## src/hw/rtl/ums_pkg.sv

```systemverilog
`timescale 1ns / 1ps
`default_nettype none
// ----------------------------------------------------------------------------
// ums_pkg
// Shared types and constants of the USB MIDI descriptor scanner.
// ----------------------------------------------------------------------------
package ums_pkg;

  // Configuration register indexes.
  localparam logic [1:0] REG_MATCH_CLASS    = 2'd0;
  localparam logic [1:0] REG_MATCH_SUBCLASS = 2'd1;
  localparam logic [1:0] REG_SIZE_LIMIT     = 2'd2;
  localparam logic [1:0] REG_SIZE_REPL      = 2'd3;

  localparam logic [7:0]  RST_MATCH_CLASS    = 8'h01;
  localparam logic [7:0]  RST_MATCH_SUBCLASS = 8'h03;
  localparam logic [15:0] RST_SIZE_LIMIT     = 16'd128;
  localparam logic [15:0] RST_SIZE_REPL      = 16'd64;

  // Descriptor type codes.
  localparam logic [7:0] DT_INTERFACE = 8'h04;
  localparam logic [7:0] DT_ENDPOINT  = 8'h05;

  localparam logic [7:0] NO_INTERFACE = 8'hFF;

  // Depth of the queue between the scanner and the output stage.
  localparam int QUEUE_DEPTH = 4;
  localparam int QUEUE_AW    = $clog2(QUEUE_DEPTH);

  typedef struct packed {
    logic [7:0]  match_class;
    logic [7:0]  match_subclass;
    logic [15:0] size_limit;
    logic [15:0] size_repl;
  } cfg_t;

  typedef struct packed {
    logic       found;
    logic [7:0] iface;
    logic [7:0] alt;
    logic [7:0] in_ep;
    logic       in_found;
    logic [7:0] out_ep;
    logic       out_found;
  } summary_t;

  // One queue entry: an optional leading word plus the main word.
  typedef struct packed {
    logic       pre_valid;
    logic [7:0] pre_byte;
    logic [7:0] main_byte;
    logic       done;
    logic       bad;
    summary_t   summary;
  } entry_t;

endpackage
`default_nettype wire

```

## src/hw/rtl/usb_midi_descriptor_scanner.sv

```systemverilog
`timescale 1ns / 1ps
`default_nettype none
// ----------------------------------------------------------------------------
// usb_midi_descriptor_scanner
// Passes a USB configuration descriptor set through, finds the MIDI streaming
// interface and its endpoints, and clamps oversized endpoint packet sizes.
// ----------------------------------------------------------------------------
// Usage:
// Bytes enter on the s_ stream, one word per byte; s_tuser marks the first
// byte of a new set. Every byte leaves on the m_ stream, possibly rewritten;
// m_tlast marks the last byte of the set, which also carries the summary in
// the upper tdata bits, and m_tuser flags a zero descriptor length.
// The input takes one byte per cycle unless the queue is full. Each result
// word is registered in the queue when its byte is accepted; the output
// gives one word per cycle while m_tready is high. A max packet size's low
// byte in a matching interface gives no word; its high byte gives low and high.
// A four-entry queue separates the scanner from the output stage, so the
// input keeps flowing while the receiver stalls until that queue fills.
// Configuration is written through cfg_we/cfg_index/cfg_data while idle.
// Reset (rst, synchronous) empties the queue, stops the scan and loads the
// register defaults: class 1, subclass 3, limit 128, replacement 64.
// ----------------------------------------------------------------------------
module usb_midi_descriptor_scanner (
  input  wire logic        clk,
  input  wire logic        rst,
  input  wire logic        s_tvalid,
  output logic             s_tready,
  input  wire logic [7:0]  s_tdata,   // [7:0] data_byte
  input  wire logic [0:0]  s_tuser,   // [0] start_req
  output logic             m_tvalid,
  input  wire logic        m_tready,
  // [7:0] out_byte, [8] found, [16:9] interface_number,
  // [24:17] alternate_setting, [32:25] in_endpoint, [33] in_found,
  // [41:34] out_endpoint, [42] out_found, [47:43] zero
  output logic [47:0]      m_tdata,
  output logic             m_tlast,   // done_res
  output logic [0:0]       m_tuser,   // [0] malformed
  input  wire logic        cfg_we,
  input  wire logic [1:0]  cfg_index,
  input  wire logic [15:0] cfg_data
);

  ums_pkg::cfg_t   cfg;
  ums_pkg::entry_t entry;
  ums_pkg::entry_t head;
  logic            push;
  logic            full;
  logic            pop;
  logic            head_valid;
  logic            accept;

  always_ff @(posedge clk) begin
    if (rst) begin
      cfg.match_class    <= ums_pkg::RST_MATCH_CLASS;
      cfg.match_subclass <= ums_pkg::RST_MATCH_SUBCLASS;
      cfg.size_limit     <= ums_pkg::RST_SIZE_LIMIT;
      cfg.size_repl      <= ums_pkg::RST_SIZE_REPL;
    end else if (cfg_we) begin
      unique case (cfg_index)
        ums_pkg::REG_MATCH_CLASS:    cfg.match_class    <= cfg_data[7:0];
        ums_pkg::REG_MATCH_SUBCLASS: cfg.match_subclass <= cfg_data[7:0];
        ums_pkg::REG_SIZE_LIMIT:     cfg.size_limit     <= cfg_data;
        ums_pkg::REG_SIZE_REPL:      cfg.size_repl      <= cfg_data;
        default: ;
      endcase
    end
  end

  assign s_tready = !full;
  assign accept   = s_tvalid && s_tready;

  ums_front u_front (
    .clk       (clk),
    .rst       (rst),
    .cfg       (cfg),
    .accept    (accept),
    .data_byte (s_tdata),
    .start_req (s_tuser[0]),
    .entry     (entry),
    .push      (push)
  );

  ums_queue u_queue (
    .clk        (clk),
    .rst        (rst),
    .push       (push),
    .push_entry (entry),
    .full       (full),
    .pop        (pop),
    .head       (head),
    .head_valid (head_valid)
  );

  ums_back u_back (
    .clk        (clk),
    .rst        (rst),
    .head       (head),
    .head_valid (head_valid),
    .pop        (pop),
    .m_tvalid   (m_tvalid),
    .m_tready   (m_tready),
    .m_tdata    (m_tdata),
    .m_tlast    (m_tlast),
    .m_tuser    (m_tuser)
  );

endmodule
`default_nettype wire

```

## src/hw/rtl/ums_front.sv

```systemverilog
`timescale 1ns / 1ps
`default_nettype none
// ----------------------------------------------------------------------------
// ums_front
// Scanner: walks the descriptor set, tracks matches and builds queue entries.
// ----------------------------------------------------------------------------
module ums_front (
  input  wire logic           clk,
  input  wire logic           rst,
  input  wire ums_pkg::cfg_t  cfg,
  input  wire logic           accept,
  input  wire logic [7:0]     data_byte,
  input  wire logic           start_req,
  output ums_pkg::entry_t     entry,
  output logic                push
);

  logic        scan_active, scan_active_next;
  logic [15:0] set_offset, set_offset_next;
  logic [15:0] total_length, total_length_next;
  logic [7:0]  bid, bid_next;
  logic [7:0]  dlen, dlen_next;
  logic [7:0]  dtype, dtype_next;
  logic        inside_match, inside_match_next;
  logic [7:0]  cur_if, cur_if_next;
  logic [7:0]  cur_alt, cur_alt_next;
  logic [7:0]  cur_class, cur_class_next;
  logic [7:0]  held_low, held_low_next;
  ums_pkg::summary_t summary, summary_next;

  logic        holding;
  logic        hold;
  logic        bad;
  logic        is_last;
  logic        end_scan;
  logic [7:0]  step;
  logic [15:0] size;
  logic [7:0]  out_b;

  assign holding = scan_active && dtype == ums_pkg::DT_ENDPOINT && inside_match &&
                   bid == 8'd5 && dlen >= 8'd6;

  always_comb begin
    scan_active_next  = scan_active;
    set_offset_next   = set_offset;
    total_length_next = total_length;
    bid_next          = bid;
    dlen_next         = dlen;
    dtype_next        = dtype;
    inside_match_next = inside_match;
    cur_if_next       = cur_if;
    cur_alt_next      = cur_alt;
    cur_class_next    = cur_class;
    held_low_next     = held_low;
    summary_next      = summary;
    entry.pre_valid   = 1'b0;
    entry.pre_byte    = held_low;
    hold              = 1'b0;
    bad               = 1'b0;
    is_last           = 1'b0;
    end_scan          = 1'b0;
    out_b             = data_byte;
    size              = 16'd0;
    step              = 8'd0;

    // A start flushes a held low byte unchanged, then restarts the scan.
    if (start_req) begin
      entry.pre_valid   = holding;
      scan_active_next  = 1'b1;
      set_offset_next   = 16'd0;
      total_length_next = 16'd0;
      bid_next          = 8'd0;
      dlen_next         = 8'd0;
      dtype_next        = 8'd0;
      inside_match_next = 1'b0;
      cur_if_next       = ums_pkg::NO_INTERFACE;
      cur_alt_next      = 8'd0;
      cur_class_next    = 8'd0;
      held_low_next     = 8'd0;
      summary_next      = '0;
      summary_next.iface = ums_pkg::NO_INTERFACE;
    end

    if (scan_active_next) begin
      if (set_offset_next == 16'd2) total_length_next[7:0] = data_byte;
      if (set_offset_next == 16'd3) total_length_next[15:8] = data_byte;
      is_last = set_offset_next >= 16'd3 &&
                ({1'b0, set_offset_next} + 17'd1) >= {1'b0, total_length_next};

      if (bid_next == 8'd0) begin
        dlen_next  = data_byte;
        dtype_next = 8'd0;
        bad        = data_byte == 8'd0;
      end else if (bid_next == 8'd1) begin
        dtype_next = data_byte;
        if (data_byte == ums_pkg::DT_INTERFACE) inside_match_next = 1'b0;
      end else if (dtype_next == ums_pkg::DT_INTERFACE) begin
        if (bid_next == 8'd2) cur_if_next = data_byte;
        else if (bid_next == 8'd3) cur_alt_next = data_byte;
        else if (bid_next == 8'd5) cur_class_next = data_byte;
        else if (bid_next == 8'd6 && cur_class_next == cfg.match_class &&
                 data_byte == cfg.match_subclass) begin
          inside_match_next  = 1'b1;
          summary_next.found = 1'b1;
          summary_next.iface = cur_if_next;
          summary_next.alt   = cur_alt_next;
        end
      end else if (dtype_next == ums_pkg::DT_ENDPOINT && inside_match_next) begin
        if (bid_next == 8'd2) begin
          if (data_byte[7]) begin
            summary_next.in_ep    = data_byte;
            summary_next.in_found = 1'b1;
          end else begin
            summary_next.out_ep    = data_byte;
            summary_next.out_found = 1'b1;
          end
        end else if (bid_next == 8'd4 && dlen_next >= 8'd6 && !is_last) begin
          hold          = 1'b1;
          held_low_next = data_byte;
        end else if (bid_next == 8'd5 && dlen_next >= 8'd6) begin
          size = {data_byte, held_low_next};
          if (size > cfg.size_limit) size = cfg.size_repl;
          entry.pre_valid = 1'b1;
          entry.pre_byte  = size[7:0];
          out_b           = size[15:8];
        end
      end

      set_offset_next = set_offset_next + 16'd1;
      if (hold) begin
        bid_next = 8'd5;
      end else begin
        step             = bid_next + 8'd1;
        bid_next         = (step >= dlen_next) ? 8'd0 : step;
        end_scan         = is_last || bad;
        scan_active_next = !end_scan;
      end
    end

    entry.main_byte = out_b;
    entry.done      = end_scan;
    entry.bad       = bad;
    entry.summary   = summary_next;
    push            = accept && !hold;
  end

  always_ff @(posedge clk) begin
    if (rst) begin
      scan_active       <= 1'b0;
      set_offset        <= 16'd0;
      total_length      <= 16'd0;
      bid               <= 8'd0;
      dlen              <= 8'd0;
      dtype             <= 8'd0;
      inside_match      <= 1'b0;
      cur_if            <= ums_pkg::NO_INTERFACE;
      cur_alt           <= 8'd0;
      cur_class         <= 8'd0;
      held_low          <= 8'd0;
      summary.found     <= 1'b0;
      summary.iface     <= ums_pkg::NO_INTERFACE;
      summary.alt       <= 8'd0;
      summary.in_ep     <= 8'd0;
      summary.in_found  <= 1'b0;
      summary.out_ep    <= 8'd0;
      summary.out_found <= 1'b0;
    end else if (accept) begin
      scan_active  <= scan_active_next;
      set_offset   <= set_offset_next;
      total_length <= total_length_next;
      bid          <= bid_next;
      dlen         <= dlen_next;
      dtype        <= dtype_next;
      inside_match <= inside_match_next;
      cur_if       <= cur_if_next;
      cur_alt      <= cur_alt_next;
      cur_class    <= cur_class_next;
      held_low     <= held_low_next;
      summary      <= summary_next;
    end
  end

endmodule
`default_nettype wire

```

## src/hw/rtl/ums_queue.sv

```systemverilog
`timescale 1ns / 1ps
`default_nettype none
// ----------------------------------------------------------------------------
// ums_queue
// Short entry queue between the scanner and the output stage.
// ----------------------------------------------------------------------------
module ums_queue (
  input  wire logic            clk,
  input  wire logic            rst,
  input  wire logic            push,
  input  wire ums_pkg::entry_t push_entry,
  output logic                 full,
  input  wire logic            pop,
  output ums_pkg::entry_t      head,
  output logic                 head_valid
);

  ums_pkg::entry_t mem [ums_pkg::QUEUE_DEPTH];
  logic [ums_pkg::QUEUE_AW-1:0] wr_ptr;
  logic [ums_pkg::QUEUE_AW-1:0] rd_ptr;
  logic [ums_pkg::QUEUE_AW:0]   count;

  assign full       = count == (ums_pkg::QUEUE_AW+1)'(ums_pkg::QUEUE_DEPTH);
  assign head_valid = count != '0;
  assign head       = mem[rd_ptr];

  always_ff @(posedge clk) begin
    if (push) mem[wr_ptr] <= push_entry;
  end

  always_ff @(posedge clk) begin
    if (rst) begin
      wr_ptr <= '0;
      rd_ptr <= '0;
      count  <= '0;
    end else begin
      if (push) wr_ptr <= wr_ptr + (ums_pkg::QUEUE_AW)'(1);
      if (pop) rd_ptr <= rd_ptr + (ums_pkg::QUEUE_AW)'(1);
      if (push && !pop) count <= count + (ums_pkg::QUEUE_AW+1)'(1);
      else if (pop && !push) count <= count - (ums_pkg::QUEUE_AW+1)'(1);
    end
  end

endmodule
`default_nettype wire

```

## src/hw/rtl/ums_back.sv

```systemverilog
`timescale 1ns / 1ps
`default_nettype none
// ----------------------------------------------------------------------------
// ums_back
// Output stage: expands each queue entry into one or two output words.
// ----------------------------------------------------------------------------
module ums_back (
  input  wire logic            clk,
  input  wire logic            rst,
  input  wire ums_pkg::entry_t head,
  input  wire logic            head_valid,
  output logic                 pop,
  output logic                 m_tvalid,
  input  wire logic            m_tready,
  output logic [47:0]          m_tdata,
  output logic                 m_tlast,
  output logic [0:0]           m_tuser
);

  // Set once the leading word of a two-word entry has gone out.
  logic second;
  logic main_now;
  logic done;

  assign main_now = !head.pre_valid || second;
  assign done     = main_now && head.done;
  assign m_tvalid = head_valid;
  assign pop      = head_valid && m_tready && main_now;

  always_comb begin
    m_tdata       = '0;
    m_tdata[7:0]  = main_now ? head.main_byte : head.pre_byte;
    if (done) begin
      m_tdata[8]     = head.summary.found;
      m_tdata[16:9]  = head.summary.iface;
      m_tdata[24:17] = head.summary.alt;
      m_tdata[32:25] = head.summary.in_ep;
      m_tdata[33]    = head.summary.in_found;
      m_tdata[41:34] = head.summary.out_ep;
      m_tdata[42]    = head.summary.out_found;
    end
    m_tlast    = done;
    m_tuser[0] = done && head.bad;
  end

  always_ff @(posedge clk) begin
    if (rst) begin
      second <= 1'b0;
    end else if (head_valid && m_tready) begin
      second <= !main_now;
    end
  end

endmodule
`default_nettype wire
```

## config.mk

```make
export PLATFORM = sky130hd
export DESIGN_NAME = usb_midi_descriptor_scanner
export DESIGN_NICKNAME = d
export VERILOG_FILES = /design/src/hw/rtl/ums_pkg.sv /design/src/hw/rtl/usb_midi_descriptor_scanner.sv /design/src/hw/rtl/ums_front.sv /design/src/hw/rtl/ums_queue.sv /design/src/hw/rtl/ums_back.sv
export SDC_FILE = /design/constraint.sdc
export NUM_CORES = 1
export LEC_CHECK = 0
export ABC_AREA = 1
export ABC_CLOCK_PERIOD_IN_PS = 8850
export BUFFER_PORTS_ARGS = -buffer_cell sky130_fd_sc_hd__buf_2
export CAP_MARGIN = 25
export CORE_MARGIN = 4
export CORE_UTILIZATION = 47
export DETAILED_ROUTE_END_ITERATION = 10
export GPL_TIMING_DRIVEN = 1
export SLEW_MARGIN = 20
export SYNTH_ARGS = -nofsm -noshare
export SYNTH_HDL_FRONTEND = slang
export SYNTH_SLANG_ARGS = --single-unit
```

## constraint.sdc

```tcl
create_clock -name clk -period 8.85 [get_ports clk]
set_clock_uncertainty 0.2 [all_clocks]
set_input_delay 0.885 -clock clk [delete_from_list [all_inputs] [get_ports clk]]
set_output_delay 0.885 -clock clk [all_outputs]
set_load 0.02 [all_outputs]
```

==> flow_metrics.env, run 1 <==
export IMPL_overflow=0
export IMPL_vias=15500
export IMPL_cts_buffers=44
export IMPL_drive_gt1_share_pct=9.23
export IMPL_grt_pass1_wl_mm=80.8
export IMPL_ys_ff_latch=399
export IMPL_die_w_um=210
export IMPL_critPathSlowestCell="nor2_4"
export IMPL_synthDistinctLibCells=52
export IMPL_htree_levels=2
export IMPL_start_util_pct=47.9
export IMPL_synth_area_leaders="edfxtp_1, dfxtp_1, o21ai_0"
export IMPL_ys_warnings_count=0
export IMPL_syn_instance_count=2285
export IMPL_yosysTopAreaCell="edfxtp_1"
export IMPL_arrival_ps=6220
export IMPL_critical_path_buf_inv_count=4
export IMPL_finalHoldViolations=0
export IMPL_port_buffers=78
export IMPL_antenna_cells=0
export IMPL_core_um2=40000
export IMPL_detail_route_vias_per_cell=5.41
export IMPL_final_util_pct=53.3
export IMPL_tightestPinTransition_ps=939
export IMPL_status="finished, final reports clean"
export IMPL_grt_max_degree=109
export IMPL_clockBufferDepth=3
export IMPL_crit_type="in -> reg"
export IMPL_period_minus_slack_ps=6220
export IMPL_synth_edf_count=216
export IMPL_netlist_top_cells_count="nor2_1, nand2_1, o21ai_0"
export IMPL_dr_pass1_iters=5
export IMPL_rows=73
export IMPL_met3_usage_pct=2.75
export IMPL_cap_viol_max_count=0
export IMPL_cts_resized=0
export IMPL_track_usage_pct=22.8
export IMPL_hold_path_class="reg -> reg"
export IMPL_place_hpwl_mm=32.7
export IMPL_grt_pass1_vias=14600
export IMPL_gp_congestion=0.905
export IMPL_slew_violations=0
export IMPL_fin_tns_setup_ps=0
export IMPL_post_drt_wl_per_cell_um=17.8
export IMPL_required_ps=8860
export IMPL_cpMostUsedCell="nand2_1"
export IMPL_avgSynthCellArea_um2=8.38
export IMPL_clk_pin_slew_ps=60
export IMPL_path_delay_family="simple AND/OR/NAND/NOR gates"
export IMPL_drc_errors=0
export IMPL_fp_dieH_um=210
export IMPL_met1_usage_pct=32.9
export IMPL_power_leakage_nw=8.74
export IMPL_post_cts_buffers=0
export IMPL_rsz0062_at_grt="false"
export IMPL_antenna_found_initial=0
export IMPL_synth_top_cell_area_share_pct=33.9
export IMPL_area_delta_synth_final_pct=11.4
export IMPL_yosysMostFrequentCell="nor2_1"
export IMPL_cts_hold_buffers=0
export IMPL_setup_viol=0
export IMPL_timing_fmax_mhz=161
export IMPL_first_iter_violations=1156
export IMPL_clock_root_buffer="clkbuf_16"
export IMPL_cp_max_fo=61
export IMPL_busiest_layer="met2"
export IMPL_met2_usage_pct=36.7
export IMPL_async_flop_share_pct=0
export IMPL_cp_slowest_stage_delay_ps=560
export IMPL_routed_wl_mm=50.9
export IMPL_start_kind="input pin"
export IMPL_numClockSinks=399
export IMPL_clk_latency_ps=580
export IMPL_end_kind="flip-flop"
export IMPL_cts_tree="built"
export IMPL_fin_crit_sh_pct=70.2
export IMPL_syn_area_um2=19200
export IMPL_relSlewSlack_pct=36.8
export IMPL_p_per_area_nw_per_um2=258
export IMPL_yosysSeqAreaShare_pct=53.0
export IMPL_dieArea_um2=44000
export IMPL_peakVddDrop_mv=0.179
export IMPL_ios=84
export IMPL_drtAntennaViolNets=0
export IMPL_synth_ff_type="edfxtp_1"
export IMPL_whs_ps=249
export IMPL_final_nets=2393
-- power by group --
group | internal (mW) | switching (mW) | leakage [nW] | total [mW]
sequential | 2.20 | 0.0983 | 3.52 | 2.30
combinational | 0.416 | 1.02 | 4.53 | 1.44
clock | 1.03 | 0.731 | 0.690 | 1.76
-- worst register-to-register path, stage by stage (launching register included) --
cell and delay (ps):
dfxtp_1 290, inv_1 100, nor2_1 80, nor3_1 160
nand2_1 70, nor2_1 240, nand4_1 550, nor2_1 300
a31oi_1 90, ha_1 340, nand2_1 80, nor2_1 140
nand3b_1 90, nand2_1 70, nand2_1 50, nand2_1 60
nand2_1 50, nand2_1 50, nand2_1 40, nand2_1 120
a21boi_0 150, nand2_1 110, nand2_1 320, nor2_4 570
buf_4 570
-- metrics by stage --
stage	instances	power, mW	setup slack (ps)	area, um2
after CTS	2864	5.54	2620	21300
after floorplan	2289	3.31	2280	19200
after detailed placement	2787	3.77	2050	19900
after global placement	2786	3.74	1960	19900
after global routing	2866	5.82	1920	21300
final	2866	5.50	2630	21300
-- cells in the final DEF (no fill, tap or decap), drive strengths merged --
cell | Yosys | routed
bufinv | 0 | 1
buf | 32 | 100
xnor2 | 9 | 9
o211ai | 37 | 37
a21oi | 196 | 196
nor4b | 1 | 1
nand3b | 4 | 4
o22ai | 13 | 13
conb | 1 | 5
a41oi | 2 | 2
o2111ai | 1 | 1
a31oi | 20 | 20
o21bai | 11 | 11
o21ai | 304 | 304
edfxtp | 216 | 216
dfxtp | 183 | 183
nand4 | 18 | 18
o21a | 3 | 3
clkinv | 9 | 17
a21boi | 2 | 2
ha | 50 | 50
and3 | 1 | 1
nor3 | 22 | 22
a211oi | 3 | 3
o41ai | 1 | 1
fa | 1 | 1
a221oi | 1 | 1
clkbuf | 94 | 65
inv | 255 | 259
nand2 | 315 | 315
or2 | 4 | 4
xor2 | 8 | 8
nor2 | 382 | 382
nor4 | 6 | 6
o221ai | 2 | 2
o32ai | 1 | 1
nand3 | 77 | 77
-- per-layer routing --
layer  vias up  part of all wire (%)
met5         -                     0
met4         0                   2.2
met3        74                   4.5
met2       361                    46
met1      7343                    47
li1       7716                     -
-- logic make-up after synthesis --
| group | synth area share (%) |
|---|---|
| simple gates | 18.2 |
| compound gates | 16.7 |
| flops | 53.0 |
| buf+inv | 7.96 |
| fa+ha+maj | 3.37 |
| xor+xnor | 0.777 |
| other cells | 0.0196 |
-- area by class of cell --
| class | count | area, um2 |
|---|---|---|
| Fill cell | 3698 | 18700 |
| Sequential cell | 399 | 10200 |
| Multi-Input combinational cell | 1500 | 7540 |
| Clock buffer | 64 | 1270 |
| Inverter | 264 | 993 |
| Tap cell | 525 | 657 |
| Timing Repair Buffer | 101 | 601 |
| Clock inverter | 13 | 116 |
-- final timing paths --
kind | from | endpoint | slack [ps] | cells after the start
setup / recovery | s_tuser | u_queue.mem[3][12] | 2630 | 26
hold / removal | cfg[12] | cfg[12] | 250 | 2
setup reg to reg | u_front.set_offset[8] | u_queue.mem[3][12] | 3550 | 24
hold reg to reg | cfg[12] | cfg[12] | 250 | 2
-- flip-flops by register name, summed over array words and instances (netlist names), 2 cells and up, named ones only --
signal	count
u_queue.count	3
u_queue.rd_ptr	2
u_front.cur_class	8
u_front.dtype	8
cfg	48
u_front.dlen	8
u_front.cur_alt	8
u_front.summary	35
u_queue.mem	216
u_front.total_length	16
u_front.set_offset	16
u_front.held_low	8
u_front.cur_if	8
u_queue.wr_ptr	2
u_front.bid	8
(Power assumes the default switching activity.)
==> inputs of run 2 (changes only) <==
--- a/config.mk
+++ b/config.mk
@@ -5,8 +5,8 @@
 export SDC_FILE = /design/constraint.sdc
 export NUM_CORES = 1
 export LEC_CHECK = 0
-export ABC_AREA = 1
-export ABC_CLOCK_PERIOD_IN_PS = 8850
+export ABC_AREA = 0
+export ABC_CLOCK_PERIOD_IN_PS = 6310
 export BUFFER_PORTS_ARGS = -buffer_cell sky130_fd_sc_hd__buf_2
 export CAP_MARGIN = 25
 export CORE_MARGIN = 4
==> constraint.sdc (replaced) <==
create_clock -name clk -period 6.31 [get_ports clk]
set_clock_uncertainty 0.2 [all_clocks]
set_input_delay 0.631 -clock clk [delete_from_list [all_inputs] [get_ports clk]]
set_output_delay 0.631 -clock clk [all_outputs]
set_load 0.02 [all_outputs]
==> run 2 against run 1 <==
Effect of this change: area after synthesis is 6.0% lower; critical path type is now reg -> reg; highest routed layer unchanged; sequential power up 31%; worst setup slack got worse by 1200 ps; final cell count shrank 24%.
==> flow_metrics.env, run 2 <==
export IMPL_antenna_found_initial=1
export IMPL_syn_area_um2=18000
export IMPL_cts_resized=0
export IMPL_place_hpwl_mm=27.7
export IMPL_arrival_ps=5200
export IMPL_post_cts_buffers=0
export IMPL_async_flop_share_pct=0
export IMPL_dr_pass1_iters=5
export IMPL_port_buffers=78
export IMPL_setup_viol=0
export IMPL_share_seq_of_total_power_pct=44.2
export IMPL_synth_top_cell_area_share_pct=36.0
export IMPL_period_minus_slack_ps=4910
export IMPL_swShare_pct=28.4
export IMPL_detail_route_vias_per_cell=5.64
export IMPL_busiest_layer="met2"
export IMPL_met2_usage_pct=33.9
export IMPL_synth_edf_count=216
export IMPL_timing_fmax_mhz=204
export IMPL_drtAntennaViolNets=0
export IMPL_tightestPinTransition_ps=900
export IMPL_htree_levels=2
export IMPL_mostFrequentLayoutCell="edfxtp_1"
export IMPL_synth_ff_type="edfxtp_1"
export IMPL_dieArea_um2=41500
export IMPL_cp_max_fo=9
export IMPL_p_switching_mw=1.94
export IMPL_final_area_um2=20200
export IMPL_largest_register="u_queue.mem"
export IMPL_slew_violations=0
export IMPL_final_cell_mix="edfxtp_1, nand2_1, dfxtp_1, nor2_1, a21oi_1"
export IMPL_crit_type="reg -> reg"
export IMPL_rsz0062_at_grt="false"
export IMPL_ios=84
export IMPL_ys_warnings_count=0
export IMPL_yosysTopAreaCell="edfxtp_1"
export IMPL_relSlewSlack_pct=39.5
export IMPL_start_kind="flip-flop"
export IMPL_pwr_share_comb_pct=20.2
export IMPL_largest_register_ffs=216
export IMPL_grt_pass1_vias=12200
export IMPL_met3_usage_pct=2.97
export IMPL_fp_dieH_um=204
export IMPL_ys_ff_latch=399
export IMPL_clock_root_buffer="clkbuf_16"
export IMPL_drive_gt1_share_pct=16.3
export IMPL_cap_viol_max_count=0
export IMPL_final_util_pct=53.6
export IMPL_fin_crit_sh_pct=77.8
export IMPL_clkPwrFrac_pct=35.6
export IMPL_cts_buffers=43
export IMPL_first_iter_violations=899
export IMPL_syn_instance_count=1570
export IMPL_routed_wl_mm=43.3
export IMPL_netlist_top_cells_count="edfxtp_1, dfxtp_1, nand2_1"
export IMPL_finalHoldViolations=0
export IMPL_status="finished, final reports clean"
export IMPL_p_per_area_nw_per_um2=336
export IMPL_p_int_mw=4.87
export IMPL_cts_hold_buffers=0
export IMPL_fin_tns_setup_ps=0
export IMPL_post_drt_wl_per_cell_um=20.0
export IMPL_avgSynthCellArea_um2=11.5
export IMPL_power_leakage_nw=7.15
export IMPL_cts_tree="built"
export IMPL_numClockSinks=399
export IMPL_clk_latency_ps=560
export IMPL_grt_max_degree=73
export IMPL_gp_congestion=0.894
export IMPL_rows=71
export IMPL_start_util_pct=47.7
export IMPL_met1_usage_pct=28.7
export IMPL_drc_errors=0
export IMPL_core_um2=37800
export IMPL_synthDistinctLibCells=69
export IMPL_yosysMostFrequentCell="edfxtp_1"
export IMPL_grt_pass1_wl_mm=68.7
export IMPL_clk_pin_slew_ps=60
export IMPL_synth_area_leaders="edfxtp_1, dfxtp_1, mux4_2"
export IMPL_yosysSeqAreaShare_pct=56.4
export IMPL_vias=12200
export IMPL_hold_path_class="in -> reg"
export IMPL_peakVddDrop_mv=0.194
export IMPL_fillers=3301
export IMPL_placed_cell_area_um2=18900
export IMPL_reg_top3="u_queue.mem x216, cfg x48, u_front.summary x35"
export IMPL_required_ps=6590
export IMPL_end_kind="flip-flop"
export IMPL_die_w_um=204
export IMPL_final_nets=1701
export IMPL_area_delta_synth_final_pct=12.4
export IMPL_overflow=0
export IMPL_clockBufferDepth=3
export IMPL_track_usage_pct=20.9
-- run 2: final cells by class --
| cell class | count | area [um2] | area share, % |
|---|---|---|---|
| Antenna cell | 1 | 2.50 | 0.0124 |
| Clock buffer | 66 | 1210 | 5.98 |
| Clock inverter | 14 | 159 | 0.785 |
| Inverter | 36 | 135 | 0.667 |
| Multi-Input combinational cell | 1039 | 7340 | 36.3 |
| Sequential cell | 399 | 10200 | 50.2 |
| Tap cell | 511 | 639 | 3.16 |
| Timing Repair Buffer | 99 | 601 | 2.97 |
-- run 2: worst paths after layout --
kind / from / end / slack (ps) / depth (start not counted)
worst max-delay path: u_front.set_offset[2] / u_queue.count[2] / 1400 / 21
worst max register to register: u_front.set_offset[2] / u_queue.count[2] / 1400 / 21
worst min-delay path: cfg_data[8] / cfg[24] / 120 / 3
worst min register to register: cfg[12] / cfg[12] / 250 / 2
-- run 2: power groups by stage --
stage	Combinational, mW	Clock, mW	Sequential, mW
final	1.37	2.42	3.01
after global routing	1.51	2.59	3.03
after CTS	1.40	2.48	3.01
after detailed placement	1.39	0	3.07
after global placement	1.38	0	3.06
after floorplan	1.00	0	3.03
-- run 2: logic make-up (layout without fill, tap and decap cells) --
group | count (synthesis) | after routing | synth area share (%)
AO/OA/AOI/OAI | 285 | 285 | 10.2
XOR/XNOR | 34 | 34 | 1.65
adder cells (fa/ha/maj) | 51 | 51 | 3.59
buffers and inverters | 136 | 215 | 3.02
flip-flops | 399 | 399 | 56.4
multiplexers | 103 | 103 | 9.87
other | 1 | 6 | 0.0208
AND/OR/NAND/NOR | 561 | 561 | 15.3
-- run 2: stage by stage --
| stage | setup slack, ps | power (mW) | hold slack (ps) | std cells |
|---|---|---|---|---|
| 2_1_floorplan | 687 | 4.03 | 232 | 1574 |
| 3_3_place_gp | 946 | 4.44 | 242 | 2082 |
| 3_5_place_dp | 817 | 4.46 | 244 | 2083 |
| 4_1_cts | 1180 | 6.89 | 87.3 | 2163 |
| 5_1_grt | 972 | 7.13 | 113 | 2164 |
| 6_report | 1400 | 6.81 | 123 | 2165 |
-- run 2: critical path: stages, from the launching register on --
cell and delay (ps):
dfxtp_1 470, nand4_4 180, nor4_4 480, and2_2 280, and2b_1 230, nand2_1 100, xor2_1 140, nor2_1 60
ha_1 330, nand2_1 50, a21oi_1 130, o311ai_0 120, nand3_1 170, nand2_2 150, a31oi_2 190, buf_4 210
ha_1 190, inv_1 70, fa_1 440, xor2_1 180, or3_1 300, a21oi_1 130
-- run 2: metal layers --
metal	routed length, um	share of wire (%)
met1	19700	46
met2	20200	47
met3	1870	4.3
met4	1470	3.4
met5	0	0
